--- src/rtl/lhp_pkg.sv ---
// Shared types, register codes and reset values for the latency histogram percentile block.
package lhp_pkg;

    localparam int NUM_BUCKETS_DEF = 1024;
    localparam int NUM_LEVELS_DEF  = 5;
    localparam int MAX_LEVELS      = 5;
    localparam int QUEUE_DEPTH     = 2;

    localparam int COUNT_W = 32;
    localparam int FRAC_W  = 32;
    localparam int BWID_W  = 20;
    localparam int LAT_W   = 32;
    localparam int TOTAL_W = 48;
    localparam int LEVEL_W = 3;
    localparam int CIDX_W  = 3;
    localparam int CDATA_W = 32;
    localparam int STAT_W  = 2;

    // Configuration register indexes
    localparam logic [CIDX_W-1:0] CFG_FRAC0 = 3'd0;
    localparam logic [CIDX_W-1:0] CFG_FRAC1 = 3'd1;
    localparam logic [CIDX_W-1:0] CFG_FRAC2 = 3'd2;
    localparam logic [CIDX_W-1:0] CFG_FRAC3 = 3'd3;
    localparam logic [CIDX_W-1:0] CFG_FRAC4 = 3'd4;
    localparam logic [CIDX_W-1:0] CFG_BWIDTH = 3'd5;
    localparam logic [CIDX_W-1:0] CFG_LIMIT = 3'd6;

    // Limit status codes
    localparam logic [STAT_W-1:0] LIMIT_OK    = 2'd0;
    localparam logic [STAT_W-1:0] LIMIT_READ  = 2'd1;
    localparam logic [STAT_W-1:0] LIMIT_WRITE = 2'd2;

    // Level that carries the limit status
    localparam logic [LEVEL_W-1:0] LIMIT_LEVEL = 3'd1;

    typedef struct packed {
        logic [MAX_LEVELS-1:0][FRAC_W-1:0] frac;
        logic [BWID_W-1:0]                 bucket_width_ns;
        logic [LAT_W-1:0]                  latency_limit_ns;
    } cfg_t;

    localparam cfg_t CFG_RESET = '{
        frac: {32'd429497, 32'd4294967, 32'd42949673, 32'd429496730, 32'd2147483648},
        bucket_width_ns: 20'd1000,
        latency_limit_ns: 32'hFFFF_FFFF
    };

    // One classified bucket on its way to the back end
    typedef struct packed {
        logic [COUNT_W-1:0] read_count;
        logic [COUNT_W-1:0] write_count;
        logic               last;
        logic               store;
    } entry_t;

endpackage

--- src/rtl/lhp_front.sv ---
// Front end: accepts bucket requests and marks whether each one fits in the store.
module lhp_front #(
    parameter int NUM_BUCKETS = lhp_pkg::NUM_BUCKETS_DEF
) (
    input  logic                         clk,
    input  logic                         rst_n,
    input  logic                         in_valid,
    output logic                         in_ready,
    input  logic [lhp_pkg::COUNT_W-1:0]  read_count,
    input  logic [lhp_pkg::COUNT_W-1:0]  write_count,
    input  logic                         last_bucket,
    input  logic                         q_full,
    output logic                         q_push,
    output lhp_pkg::entry_t              q_entry
);
    import lhp_pkg::*;

    localparam int FILL_W = $clog2(NUM_BUCKETS + 1);

    logic [FILL_W-1:0] fill_reg;
    logic              fits;

    assign fits     = fill_reg < FILL_W'(NUM_BUCKETS);
    assign in_ready = !q_full;
    assign q_push   = in_valid && !q_full;

    always_comb
    begin
        q_entry.read_count  = read_count;
        q_entry.write_count = write_count;
        q_entry.last        = last_bucket;
        q_entry.store       = fits;
    end

    // Count stored buckets; restart the count after the closing bucket of a histogram
    always_ff @(posedge clk or negedge rst_n)
    begin
        if (!rst_n)
        begin
            fill_reg <= '0;
        end
        else if (q_push)
        begin
            if (last_bucket)
            begin
                fill_reg <= '0;
            end
            else if (fits)
            begin
                fill_reg <= fill_reg + 1'b1;
            end
        end
    end

endmodule

--- config.mk ---
export PLATFORM = sky130hd
export DESIGN_NAME = lhp_front
export DESIGN_NICKNAME = d
export VERILOG_FILES = /design/src/rtl/lhp_pkg.sv /design/src/rtl/lhp_front.sv
export SDC_FILE = /design/constraint.sdc
export NUM_CORES = 1
export LEC_CHECK = 0
export ABC_AREA = 1
export ABC_CLOCK_PERIOD_IN_PS = 1350
export BUFFER_PORTS_ARGS = -buffer_cell sky130_fd_sc_hd__buf_2
export CAP_MARGIN = 30
export CORE_ASPECT_RATIO = 0.75
export CORE_UTILIZATION = 33
export DETAILED_ROUTE_END_ITERATION = 16
export PLACE_DENSITY_LB_ADDON = 0.3
export SYNTH_ARGS = -nofsm -noshare
export SYNTH_HDL_FRONTEND = slang
export SYNTH_SLANG_ARGS = --single-unit
--- constraint.sdc ---
create_clock -name clk -period 1.35 [get_ports clk]
set_input_delay 0.27 -clock clk [delete_from_list [all_inputs] [get_ports clk]]
set_output_delay 0.27 -clock clk [all_outputs]
set_load 0.01 [all_outputs]
; ---- After elaboration in Yosys (flattened, before gate mapping)
; Cells that the tools add are included.
; Widths: inputs -> output; s select.
[op_classes]
add_sub_neg = 1
n_lt_le_gt_ge = 1
mux = 2
n_reduce_logical = 4
[op_table]
columns = operator, count
row1 = $mux 11, 2
row2 = $add 11x1->11 const B, 1
row3 = $lt 11x11->1 const B, 1
row4 = $reduce_and 2->1, 1
row5 = $reduce_bool 2->1, 1
row6 = $logic_and 1x1->1, 1
row7 = $logic_not 1->1, 1
[word_totals]
register_bits = 11
input_bits = 69
out_inout_bits = 68

; ---- Longest topological paths before layout
[depth]
ltp_word = 3
ltp_mapped = 7
ltp_nobuf = 7

; ---- Worst setup path after synthesis
; No wires, ideal clock.
[synth_path]
path_kind = reg2reg
from = register fill_reg[0]
to = register fill_reg[6]
arrival_ps = 989
setup_slack_ps = 242
stages_incl_launch_ff = 7
n_path_buf = 0
cell_sequence = dfrtp_1 ha_1 inv_1 nor3_2 nand3_1 nand2_1 nor2_1
[synth_between]
elab_chain_cells = 3
elab_cells_between_ends = 6
[synth_lines]
columns = item, line
row1 = "start, declared", lhp_front.sv:20  ; logic [FILL_W-1:0] fill_reg;
row2 = "start signal, assigned", lhp_front.sv:50  ; fill_reg <= fill_reg + 1'b1;
row3 = $add 11x1->11 or $lt 11x11->1 (tied branches), "lhp_front.sv:50, lhp_front.sv:23"
row4 = $mux 11 or $reduce_bool 2->1 (tied branches), n/a
row5 = $mux 11 or $reduce_and 2->1 (tied branches), n/a
; Parallel ways exist; a longest one is shown, timed or not. The select of a mux whose other input is x is not followed.
; A chain may end at the register's enable or synchronous reset.

; ---- Worst setup path after layout
[layout_path]
from = register fill_reg[0]
to = register fill_reg[4]
; The elaborated chain is that of the path after synthesis.

==> load_flow_metrics.sql <==
INSERT INTO impl_metrics (metric_group, metric, value, unit) VALUES
('status', 'status', 'completed', ''),
('die', 'placement_rows', '18', ''),
('logic_synthesis', 'yosys_warnings', '0', ''),
('timing', 'final.period_utilization', '90.7', '%'),
('clock_tree', 'tritoncts', 'built', ''),
('critical_path', 'start_kind', 'register', ''),
('timing', 'report.final.setup_viol', '0', ''),
('routing', 'dr.pass1.iters', '4', ''),
('routing', 'drt-initial-drc-count', '22', ''),
('place', 'routabilityCongestion', '0.760', ''),
('logic_synthesis', 'mapped_nets', '227', ''),
('clock_tree', 'clk_root_buffer_cell', 'sky130_fd_sc_hd__clkbuf_8', ''),
('critical_path', 'worst_ep_arrival', '1.34', 'ns'),
('clock_tree', 'worstSkewPairLatency', '0.24', 'ns'),
('logic_synthesis', 'synthDominantAreaCellType', 'sky130_fd_sc_hd__buf_4', ''),
('global_routing', 'first_global_vias', '607', ''),
('clock_tree', 'cts_sinks', '11', ''),
('place', 'dp_slack', '0.144', 'ns'),
('global_routing', 'grt_max_degree', '15', ''),
('timing', 'clock_period_minus_worst_slack', '1.22', 'ns'),
('clock_tree', 'clk_pin_slew', '0.05', 'ns'),
('logic_synthesis', 'netlist_area', '1150', 'sq um'),
('clock_tree', 'post_cts_buffers', '0', ''),
('timing', 'slew-limit-headroom', '79.4', '%'),
('layout', 'finish.utilization', '23.9', '%'),
('die', 'die_w', '70.1', 'um'),
('critical_path', 'critical_path_s_slowest_cell', 'sky130_fd_sc_hd__dfrtp_1', ''),
('layout', 'number_of_flip_flops_in_the_largest_register', '11', ''),
('timing', 'finalSetupTns', '0', 'ns'),
('global_routing', 'grt_pass1_wl', '3.04', 'mm'),
('critical_path', 'stage_delay_of_the_slowest_cell_on_the_critical_path', '0.38', 'ns'),
('routing', 'drt_wl_total', '2.09', 'mm'),
('timing', 'layout_setup_ws', '0.126', 'ns'),
('global_routing', 'total_global_route_track_usage', '11.2', '%'),
('routing', 'top_layer', 'met4', ''),
('power_and_ir_drop', 'power.static_leakage', '0.376', 'nW'),
('timing', 'worst-slew-pin-transition', '0.309', 'ns'),
('power_and_ir_drop', 'vdd_ir_drop_max', '630', 'uV'),
('routing', 'detail_route.wl_per_cell', '14.6', 'um'),
('logic_synthesis', 'synth_enable_flop_cells', '0', ''),
('layout', 'drive_gt1_share', '16.5', '%'),
('logic_synthesis', 'postSynthRegisterBits', '11', ''),
('logic_synthesis', 'dominantRegCellSynth', 'sky130_fd_sc_hd__dfrtp_1', ''),
('logic_synthesis', 'synth.top_cells.by_area', 'sky130_fd_sc_hd__buf_4 43%, sky130_fd_sc_hd__dfrtp_1 24%, sky130_fd_sc_hd__nand2_1 8.5%', ''),
('logic_synthesis', 'area_fraction_of_the_dominant_cell_type_after_synthesis', '43.2', '%'),
('timing', 'fin_skew', '0.00176', 'ns'),
('global_routing', 'grt_antenna_before_repair', '0', ''),
('place', 'dp.cells', '138', ''),
('routing', 'route.detailed.vias_per_inst', '4.89', ''),
('layout', 'final_std_cells_w_o_fill', '143', ''),
('timing', 'maxClockFrequency', '0.817', 'GHz'),
('logic_synthesis', 'yosysMostFrequentCell', 'sky130_fd_sc_hd__buf_4', ''),
('timing', 'hold_viol_final', '0', ''),
('layout', 'num_antenna_cells', '0', ''),
('routing', 'drt_drc_violations_left', '0', ''),
('critical_path', 'criticalPathCategory', 'reg2reg', ''),
('global_routing', 'grt_overflow', '0', ''),
('critical_path', 'endpoint_kind', 'register', ''),
('layout', 'syn_to_final_growth', '-31.0', '%'),
('logic_synthesis', 'synth_sequential_area_ratio', '24.0', '%'),
('critical_path', 'crit_path_cell_trace', 'ha_1 > inv_1 > nor2_1 > nand2_1 > nand4_1 > o21ai_0', ''),
('die', 'io_pins', '137', ''),
('logic_synthesis', 'async_flop_share', '100', '%'),
('logic_synthesis', 'syn-instance-count', '157', ''),
('logic_synthesis', 'post_synth_num_cell_types', '18', ''),
('power_and_ir_drop', 'areal_power_density_over_the_cells', '1060', 'nW/um^2'),
('routing', 'detailroute.wirelength.met2', '950', 'um'),
('routing', 'wl_met1', '816', 'um'),
('logic_synthesis', 'syn_area_per_cell', '7.31', 'sq um'),
('layout', 'post_layout_net_count', '174', ''),
('place', 'place.detailed.hpwl', '1.68', 'mm');
==> worst paths after layout <==
kind	startpoint	to	slack (ns)	depth (start not counted)
setup reg to reg	fill_reg[0]$_DFFE_PN0P_	fill_reg[4]$_DFFE_PN0P_	0.13	6
hold / removal	last_bucket	fill_reg[0]$_DFFE_PN0P_	0.41	3
hold reg to reg	fill_reg[1]$_DFFE_PN0P_	fill_reg[1]$_DFFE_PN0P_	0.51	2
setup / recovery	fill_reg[0]$_DFFE_PN0P_	fill_reg[4]$_DFFE_PN0P_	0.13	6
min in group asynchronous	rst_n	fill_reg[3]$_DFFE_PN0P_	0.43	2
max in group asynchronous	rst_n	fill_reg[8]$_DFFE_PN0P_	0.70	2
==> cells by family (layout without fill, tap and decap cells) <==
group	Yosys count	count (layout)	share of synthesized area [%]
adders and majority gates	1	1	1.09
AOI/OAI and AO/OA	10	10	4.80
buffers and inverters	80	26	48.4
and+or+nand+nor	55	55	21.7
DFF	11	11	24.0
==> per-layer routing <==
layer	up-vias	global-route usage, %
li1	316	-
met1	313	10.9
met2	54	17.9
met3	16	7.81
met4	0	6.33
met5	-	0
==> stage by stage <==
step	hold slack [ns]	instance area, sq um
4_1_cts	0.413	786
2_1_floorplan	-0.0256	1150
3_5_place_dp	0.169	731
5_1_grt	0.462	792
3_3_place_gp	0.169	731
6_report	0.406	792
==> worst max-delay path, delay by kind of cell (launching register included) <==
family	cells	cell delay, ns
AO/OA/AOI/OAI	1	0.08
adder cells (fa/ha/maj)	1	0.20
flip-flops	1	0.38
AND/OR/NAND/NOR	3	0.35
buffers and inverters	1	0.09
==> cell usage in the layout (no fill, tap or decap), drive strengths merged <==
master,count
inv,13
nand3,9
o21a,1
nor3,1
ha,1
o21ai,4
nor2,14
dlygate4sd3,1
dfrtp,11
nand4,4
nand2,27
buf,8
a21oi,4
a21boi,1
clkbuf,4
==> cell type report <==
type	instances	area [sq um]
Inverter	13	48.8
Clock buffer	4	45.0
Tap cell	40	50.0
Fill cell	342	2520
Sequential cell	11	275
Multi-Input combinational cell	66	323
Timing Repair Buffer	9	50.0
==> timing repair <==
action | in CTS | in global routing
endpoints found under the hold margin | 11 | 0
hold buffers | 1 | 0
setup endpoints to repair | 0 | 1
resized for setup | 0 | 1
==> report_power, final <==
group / switching (mW) / total (mW) / internal (mW) / leakage, nW
Clock: 0.133 / 0.341 / 0.208 / 0.0228
Sequential: 0.0286 / 0.388 / 0.360 / 0.149
Combinational: 0.0733 / 0.113 / 0.0401 / 0.204
Note: power is estimated with default switching activity, not from simulation.
