$ cat src/rtl/lhp_pkg.sv
// Shared types, register codes and reset values for the latency histogram percentile block.
package lhp_pkg;

    localparam int NUM_BUCKETS_DEF = 1024;
    localparam int NUM_LEVELS_DEF  = 5;
    localparam int MAX_LEVELS      = 5;
    localparam int QUEUE_DEPTH     = 2;

    localparam int COUNT_W = 32;
    localparam int FRAC_W  = 32;
    localparam int BWID_W  = 20;
    localparam int LAT_W   = 32;
    localparam int TOTAL_W = 48;
    localparam int LEVEL_W = 3;
    localparam int CIDX_W  = 3;
    localparam int CDATA_W = 32;
    localparam int STAT_W  = 2;

    // Configuration register indexes
    localparam logic [CIDX_W-1:0] CFG_FRAC0 = 3'd0;
    localparam logic [CIDX_W-1:0] CFG_FRAC1 = 3'd1;
    localparam logic [CIDX_W-1:0] CFG_FRAC2 = 3'd2;
    localparam logic [CIDX_W-1:0] CFG_FRAC3 = 3'd3;
    localparam logic [CIDX_W-1:0] CFG_FRAC4 = 3'd4;
    localparam logic [CIDX_W-1:0] CFG_BWIDTH = 3'd5;
    localparam logic [CIDX_W-1:0] CFG_LIMIT = 3'd6;

    // Limit status codes
    localparam logic [STAT_W-1:0] LIMIT_OK    = 2'd0;
    localparam logic [STAT_W-1:0] LIMIT_READ  = 2'd1;
    localparam logic [STAT_W-1:0] LIMIT_WRITE = 2'd2;

    // Level that carries the limit status
    localparam logic [LEVEL_W-1:0] LIMIT_LEVEL = 3'd1;

    typedef struct packed {
        logic [MAX_LEVELS-1:0][FRAC_W-1:0] frac;
        logic [BWID_W-1:0]                 bucket_width_ns;
        logic [LAT_W-1:0]                  latency_limit_ns;
    } cfg_t;

    localparam cfg_t CFG_RESET = '{
        frac: {32'd429497, 32'd4294967, 32'd42949673, 32'd429496730, 32'd2147483648},
        bucket_width_ns: 20'd1000,
        latency_limit_ns: 32'hFFFF_FFFF
    };

    // One classified bucket on its way to the back end
    typedef struct packed {
        logic [COUNT_W-1:0] read_count;
        logic [COUNT_W-1:0] write_count;
        logic               last;
        logic               store;
    } entry_t;

endpackage

$ cat src/rtl/lhp_fifo.sv
// Short queue of classified buckets between front and back end.
module lhp_fifo #(
    parameter int DEPTH = lhp_pkg::QUEUE_DEPTH
) (
    input  logic            clk,
    input  logic            rst_n,
    input  logic            push,
    input  lhp_pkg::entry_t wr_entry,
    output logic            full,
    input  logic            pop,
    output lhp_pkg::entry_t rd_entry,
    output logic            not_empty
);
    import lhp_pkg::*;

    localparam int PTR_W = (DEPTH > 1) ? $clog2(DEPTH) : 1;
    localparam int CNT_W = $clog2(DEPTH + 1);

    entry_t            slot_reg [DEPTH];
    logic [PTR_W-1:0]  wptr_reg;
    logic [PTR_W-1:0]  rptr_reg;
    logic [CNT_W-1:0]  count_reg;
    logic              do_push;
    logic              do_pop;

    assign full      = count_reg == CNT_W'(DEPTH);
    assign not_empty = count_reg != '0;
    assign do_push   = push && !full;
    assign do_pop    = pop && not_empty;
    assign rd_entry  = slot_reg[rptr_reg];

    always_ff @(posedge clk)
    begin
        if (do_push)
        begin
            slot_reg[wptr_reg] <= wr_entry;
        end
    end

    always_ff @(posedge clk or negedge rst_n)
    begin
        if (!rst_n)
        begin
            wptr_reg  <= '0;
            rptr_reg  <= '0;
            count_reg <= '0;
        end
        else
        begin
            if (do_push)
            begin
                wptr_reg <= (wptr_reg == PTR_W'(DEPTH - 1)) ? '0 : wptr_reg + 1'b1;
            end
            if (do_pop)
            begin
                rptr_reg <= (rptr_reg == PTR_W'(DEPTH - 1)) ? '0 : rptr_reg + 1'b1;
            end
            if (do_push && !do_pop)
            begin
                count_reg <= count_reg + 1'b1;
            end
            else if (do_pop && !do_push)
            begin
                count_reg <= count_reg - 1'b1;
            end
        end
    end

endmodule

$ cat config.mk
export PLATFORM = sky130hd
export DESIGN_NAME = lhp_fifo
export DESIGN_NICKNAME = d
export VERILOG_FILES = /design/src/rtl/lhp_pkg.sv /design/src/rtl/lhp_fifo.sv
export SDC_FILE = /design/constraint.sdc
export NUM_CORES = 1
export LEC_CHECK = 0
export ABC_CLOCK_PERIOD_IN_PS = 4350
export BUFFER_PORTS_ARGS = -buffer_cell sky130_fd_sc_hd__buf_4
export CELL_PAD_IN_SITES_DETAIL_PLACEMENT = 1
export CELL_PAD_IN_SITES_GLOBAL_PLACEMENT = 1
export CORE_MARGIN = 4
export CORE_UTILIZATION = 44
export CTS_CLUSTER_SIZE = 14
export DETAILED_ROUTE_END_ITERATION = 8
export PLACE_DENSITY = 0.82
export SYNTH_ARGS = -nofsm -noshare
export SYNTH_HDL_FRONTEND = slang
export SYNTH_SLANG_ARGS = --single-unit
$ cat constraint.sdc
create_clock -name clk -period 4.35 [get_ports clk]
set_clock_uncertainty 0.1 [all_clocks]
set_input_delay 1.305 -clock clk [delete_from_list [all_inputs] [get_ports clk]]
set_output_delay 1.305 -clock clk [all_outputs]
set_load 0.05 [all_outputs]
-- After elaboration in Yosys (flattened, before gate mapping)
Memory sizes are Yosys's and may differ from the RTL's.
Cells that the tools add are included.
- flip-flop bits (word level): 4
- output and inout bits: 68
- memories: 1
- input port bits: 70
- logic and storage cells: 24
- RAM bits: 132
- memories (memory ; words ; width ; read ports ; clocked after memory_dff ; wr ports ; line ; text):
    slot_reg ; 2 ; 66 ; 1 ; 0 ; 1 ; lhp_fifo.sv:19 ; entry_t slot_reg [DEPTH];
- $add $sub $neg: 4
- reductions and logical operators: 9
- equal/unequal tests: 1
- multiplexer cells: 6
- operators with widths (operator ; count):
    1-bit logical AND ; 4
    1-bit 2-to-1 mux ; 4
    2-bit 2-to-1 mux ; 2
    2-bit nonzero test ; 2
    1-bit zero test ; 3
    1-bit adder, second input constant ; 2
    2-bit by 1-bit adder with 2-bit output, second input constant ; 1
    2-bit equality test, second input constant ; 1
    2-bit by 1-bit subtractor with 2-bit output, second input constant ; 1

-- Depth between registers and ports, before layout
- depth in word-level cells: 7
- mapped depth: 7
- depth with buffers taken out: 7

-- Worst setup path after synthesis
Ideal clock, no wire load.
- path kind: input port to flip-flop
- start: input push
- end: memory slot_reg[0][0] (netlist bit) (enable)
- data required time: 3.760 ns
- cell stages on the path: 2
- arrival: 4.152 ns
- slack: -0.393 ns
- library setup time: 0.490 ns
- buffers on the path: 0
- cell sequence: nand2_1 nor2_1
- word-level cells in the longest chain between the ends: 3
- RTL lines (what ; line ; text):
    start, declared ; lhp_fifo.sv:7 ; input logic push,
    1-bit logical AND ; lhp_fifo.sv:28 ; assign do_push = push && !full;
    1-bit 2-to-1 mux ; lhp_fifo.sv:34 ; if (do_push)
    1-bit 2-to-1 mux (not written as such) ; lhp_fifo.sv:36 ; slot_reg[wptr_reg] <= wr_entry;
    end, declared ; lhp_fifo.sv:19 ;
Every way passes these cells.

==> results.txt <==
The leakage power total is 0.00270 µW. The layout-stage area growth over the synthesis result came out at 35.9%. The detailed-route vias per instance is 4.88. The transition time at the pin with the least slew margin came out at 0.870 ns.

The net count after synthesis came out at 295. The sequential cells in the finished layout cover a total of 4070 µm². The normalized max-slew margin is 42.0%. The fraction of power spent switching nets came out at 37.4%. The clock buffer count from CTS came out at 17.

The clock passes through at most 2 buffers. The required time at the worst-slack endpoint is 2.94 ns. After synthesis the netlist holds a flip-flop and latch count of 136. In this run the power spent charging and discharging nets is 2170 µW.

The clock transition at the register clock pins on the worst setup and hold paths after CTS is 0.05 ns. The antenna cell count is 0. The worst hold path begins at count_reg[1]$_DFFE_PN0P_. Setup total negative slack on the finished layout was measured at 0 ns. The total buffers and inverters traversed by the critical path is 2. The H-tree generated during clock tree synthesis spans 4 levels. CTS saw 136 sinks. For this design, the CTS-stage hold fixing added 0 buffers. In this run the vertical extent of the chip is 115 µm.

The number of antenna violations at the first check in global routing is 1. Pin placement for this block handled 138 I/O pins. The total of fill cells in the finished design is 979. Entering global routing, the biggest net connects 67 pins. The count of pins over their slew limit is 0. After detailed routing, the number of remaining DRC violations is 0. The cell that appears most often on the critical path is sky130_fd_sc_hd__buf_4.

The reg-to-reg critical path startpoint is count_reg[0]$_DFFE_PN0P_. The first global-routing pass estimated 15800 µm of wire. TritonCTS built the clock tree. For this block, the via count after detailed routing is 2580. The signal on the critical path passes through buf_4, mux2_2, buf_4. The total design power is 5800 µW. Cell internal power was estimated by the tool at 3630 µW. The worst-path maximum fanout is 46. The critical path is of the flop to output pin type.

Across the run, the number of max-cap violations was 0. The placement row count came out at 38. The effective utilization at floorplan is 45.8%. The buffer count from post-CTS setup fixing is 0. The critical path data arrival time is 2.26 ns. Buffers placed on the I/O ports in this run total 137. The proportion of layout cells with a drive suffix above 1 came out at 60.9%. The number of endpoints with negative hold slack in the final report came out at 0. Global routing consumed, over all layers together, 16.3% of the routing resources. The die width came out at 115 µm. Setup repair after global routing left no endpoint under its margin.

The sequential power share is 34.1%. The insertion delay to the later sink of the worst-skew pair came out at 0.41 ns. The timing startpoint of the critical path is rptr_reg$_DFFE_PN0P_. The per-instance average area after synthesis came out at 22.7 µm². Among cell families on the critical path, the largest total delay comes from flip-flops. The post-layout minimum cycle time came out at 3.66 ns. The count of different cell masters after synthesis is 16. The post-detailed-route count of antenna-violating nets is 0.

In this run, the number of DRC markers left after iteration 0 of detailed routing was 100. The core box area came out at 11100 µm². Before antenna repair, the detailed router went through 4 iterations.

The fmax came out at 273 MHz. On the critical path, the stage with the largest delay is an instance of sky130_fd_sc_hd__dfrtp_4. Synthesis produced 224 cells. The final number of setup-violating endpoints came out at 0. The combinational share of power is 40.0%. In this run the worst hold path is classified as flop to flop. The flow ran to the end, and the final reports show no timing, DRC or antenna violations. The routability-driven placement congestion ratio came out at 0.677. The relative contribution of the clock network to total power is 25.9%. The total overflow left after global routing is 0. The wire length after detailed routing came out at 10400 µm. The flip-flop count of the largest register after layout came out at 132. The peak ir drop on the vdd network came out at 0.000454 V.

The worst path uses 84.2% of the clock period. For this run, the slowest stage of the critical path takes 0.89 ns. The power density over the cells came out at 841 nW/µm². The half-perimeter wire length after placement is 6890 µm.

The kind of launch point of the worst setup path is a flop. The via count of the first global-routing pass came out at 2923. The tree is rooted in a sky130_fd_sc_hd__clkbuf_16. The worst hold-check slack came out at 0.412 ns. The combined area of the multi-input logic cells came out at 955 µm². The portion of the post-synthesis area used by sequential elements is 80.1%. The net total in the final layout came out at 448. During synthesis, Yosys emitted a total of 0 warnings. The summed instance area of the synthesized netlist came out at 5070 µm².

The total die area came out at 13300 µm². The post-cts resize count came out at 0. Dividing the detail-routed wire length by the instance count gives 19.7 µm. The worst setup path is captured at an output pin.
-- cells in the mapped netlist --
cell                       number  area (µm²)
sky130_fd_sc_hd__or2_2          1        6.26
sky130_fd_sc_hd__ha_1           1        12.5
sky130_fd_sc_hd__nor2_1         2        7.51
sky130_fd_sc_hd__nand2_1        2        7.51
sky130_fd_sc_hd__buf_2          3        15.0
sky130_fd_sc_hd__nand2b_1       1        6.26
sky130_fd_sc_hd__and3_1         1        6.26
sky130_fd_sc_hd__mux2_4        30         450
sky130_fd_sc_hd__inv_1          2        7.51
sky130_fd_sc_hd__buf_4          1        7.51
sky130_fd_sc_hd__dfrtp_1        4         100
sky130_fd_sc_hd__edfxtp_1     132        3960
sky130_fd_sc_hd__buf_6          3        33.8
sky130_fd_sc_hd__xor2_1         2        17.5
sky130_fd_sc_hd__mux2_2        36         405
sky130_fd_sc_hd__xnor2_1        3        26.3
-- placed cells by master, fill, tap and decap left out --
| cell | count |
|---|---|
| sky130_fd_sc_hd__buf_4 | 140 |
| sky130_fd_sc_hd__mux2_2 | 36 |
| sky130_fd_sc_hd__clkbuf_1 | 4 |
| sky130_fd_sc_hd__clkinv_1 | 1 |
| sky130_fd_sc_hd__xnor2_1 | 3 |
| sky130_fd_sc_hd__and3_2 | 1 |
| sky130_fd_sc_hd__clkinvlp_4 | 1 |
| sky130_fd_sc_hd__dfrtp_4 | 1 |
| sky130_fd_sc_hd__bufinv_16 | 5 |
| sky130_fd_sc_hd__inv_1 | 2 |
| sky130_fd_sc_hd__mux2_4 | 30 |
| sky130_fd_sc_hd__clkinv_2 | 3 |
| sky130_fd_sc_hd__or2_2 | 1 |
| sky130_fd_sc_hd__buf_12 | 1 |
| sky130_fd_sc_hd__edfxtp_1 | 132 |
| sky130_fd_sc_hd__nand2_1 | 2 |
| sky130_fd_sc_hd__nor2_1 | 1 |
| sky130_fd_sc_hd__dfrtp_1 | 3 |
| sky130_fd_sc_hd__clkbuf_16 | 17 |
| sky130_fd_sc_hd__xor2_1 | 2 |
| sky130_fd_sc_hd__ha_1 | 1 |
| sky130_fd_sc_hd__nand2b_1 | 1 |
| sky130_fd_sc_hd__nor2_4 | 1 |
-- power groups by stage --
| stage | sequential, µW | clock, µW | combinational, µW |
|---|---|---|---|
| global placement | 1990 | 0 | 2310 |
| finish | 1980 | 1500 | 2320 |
| floorplan | 1890 | 0 | 1800 |
| CTS | 1990 | 1540 | 2350 |
| detailed placement | 2010 | 0 | 2340 |
| global route | 2010 | 1610 | 2410 |
-- worst paths after layout --
| kind | endpoint | slack, ns | cells after the start |
|---|---|---|---|
| max | rd_entry[45] | 0.69 | 3 |
| min | count_reg[1]$_DFFE_PN0P_ | 0.41 | 1 |
| max reg2reg | slot_reg[1][27]$_DFFE_PP_ | 2.28 | 3 |
| min reg2reg | count_reg[1]$_DFFE_PN0P_ | 0.41 | 1 |
| max in group asynchronous | rptr_reg$_DFFE_PN0P_ | 3.45 | 1 |
| min in group asynchronous | count_reg[0]$_DFFE_PN0P_ | 0.58 | 1 |
-- final cells by class --
class / instances / share of cell area (%)
timing repair buffer: 141 / 15.5
inverter: 2 / 0.109
clock inverter: 10 / 2.56
clock buffer: 21 / 6.39
sequential: 136 / 59.0
tap: 140 / 2.54
multi-input combinational: 79 / 13.9
-- worst reg2reg max path, cell delays in order, from the launching register on --
cell                       delay (ns)
sky130_fd_sc_hd__dfrtp_1         0.41
sky130_fd_sc_hd__nand2b_1        0.18
sky130_fd_sc_hd__and3_2          0.73
sky130_fd_sc_hd__buf_12          0.32
-- through the flow --
step / setup slack, ns / cells / cell area [µm²] / utilization (%)
global placement: 1.11 / 498 / 6280 / 56.7
finish: 0.687 / 529 / 6890 / 62.2
detailed placement: 1.11 / 498 / 6280 / 56.7
floorplan: 0.712 / 224 / 5080 / -
CTS: 0.653 / 529 / 6890 / 62.2
global route: 0.590 / 529 / 6890 / 62.2
-- per-layer routing --
| metal | global-route usage [%] | up-vias | routed length, µm |
|---|---|---|---|
| met5 | 0 | - | 13 |
| met4 | 7.98 | 2 | 201 |
| met3 | 5.32 | 22 | 736 |
| met2 | 26.5 | 104 | 5270 |
| met1 | 19.5 | 1265 | 4190 |
| li1 | - | 1187 | - |
-- cells by family after synthesis --
kind of cell               Yosys count  synth area share (%)
xor gates and xnor gates             5                 0.863
adders and majority gates            1                 0.247
buffers and inverters                9                  1.26
DFF                                136                  80.1
muxes                               66                  16.9
and+or+nand+nor                      7                 0.666
No activity file was read; power rests on OpenSTA's default activity.
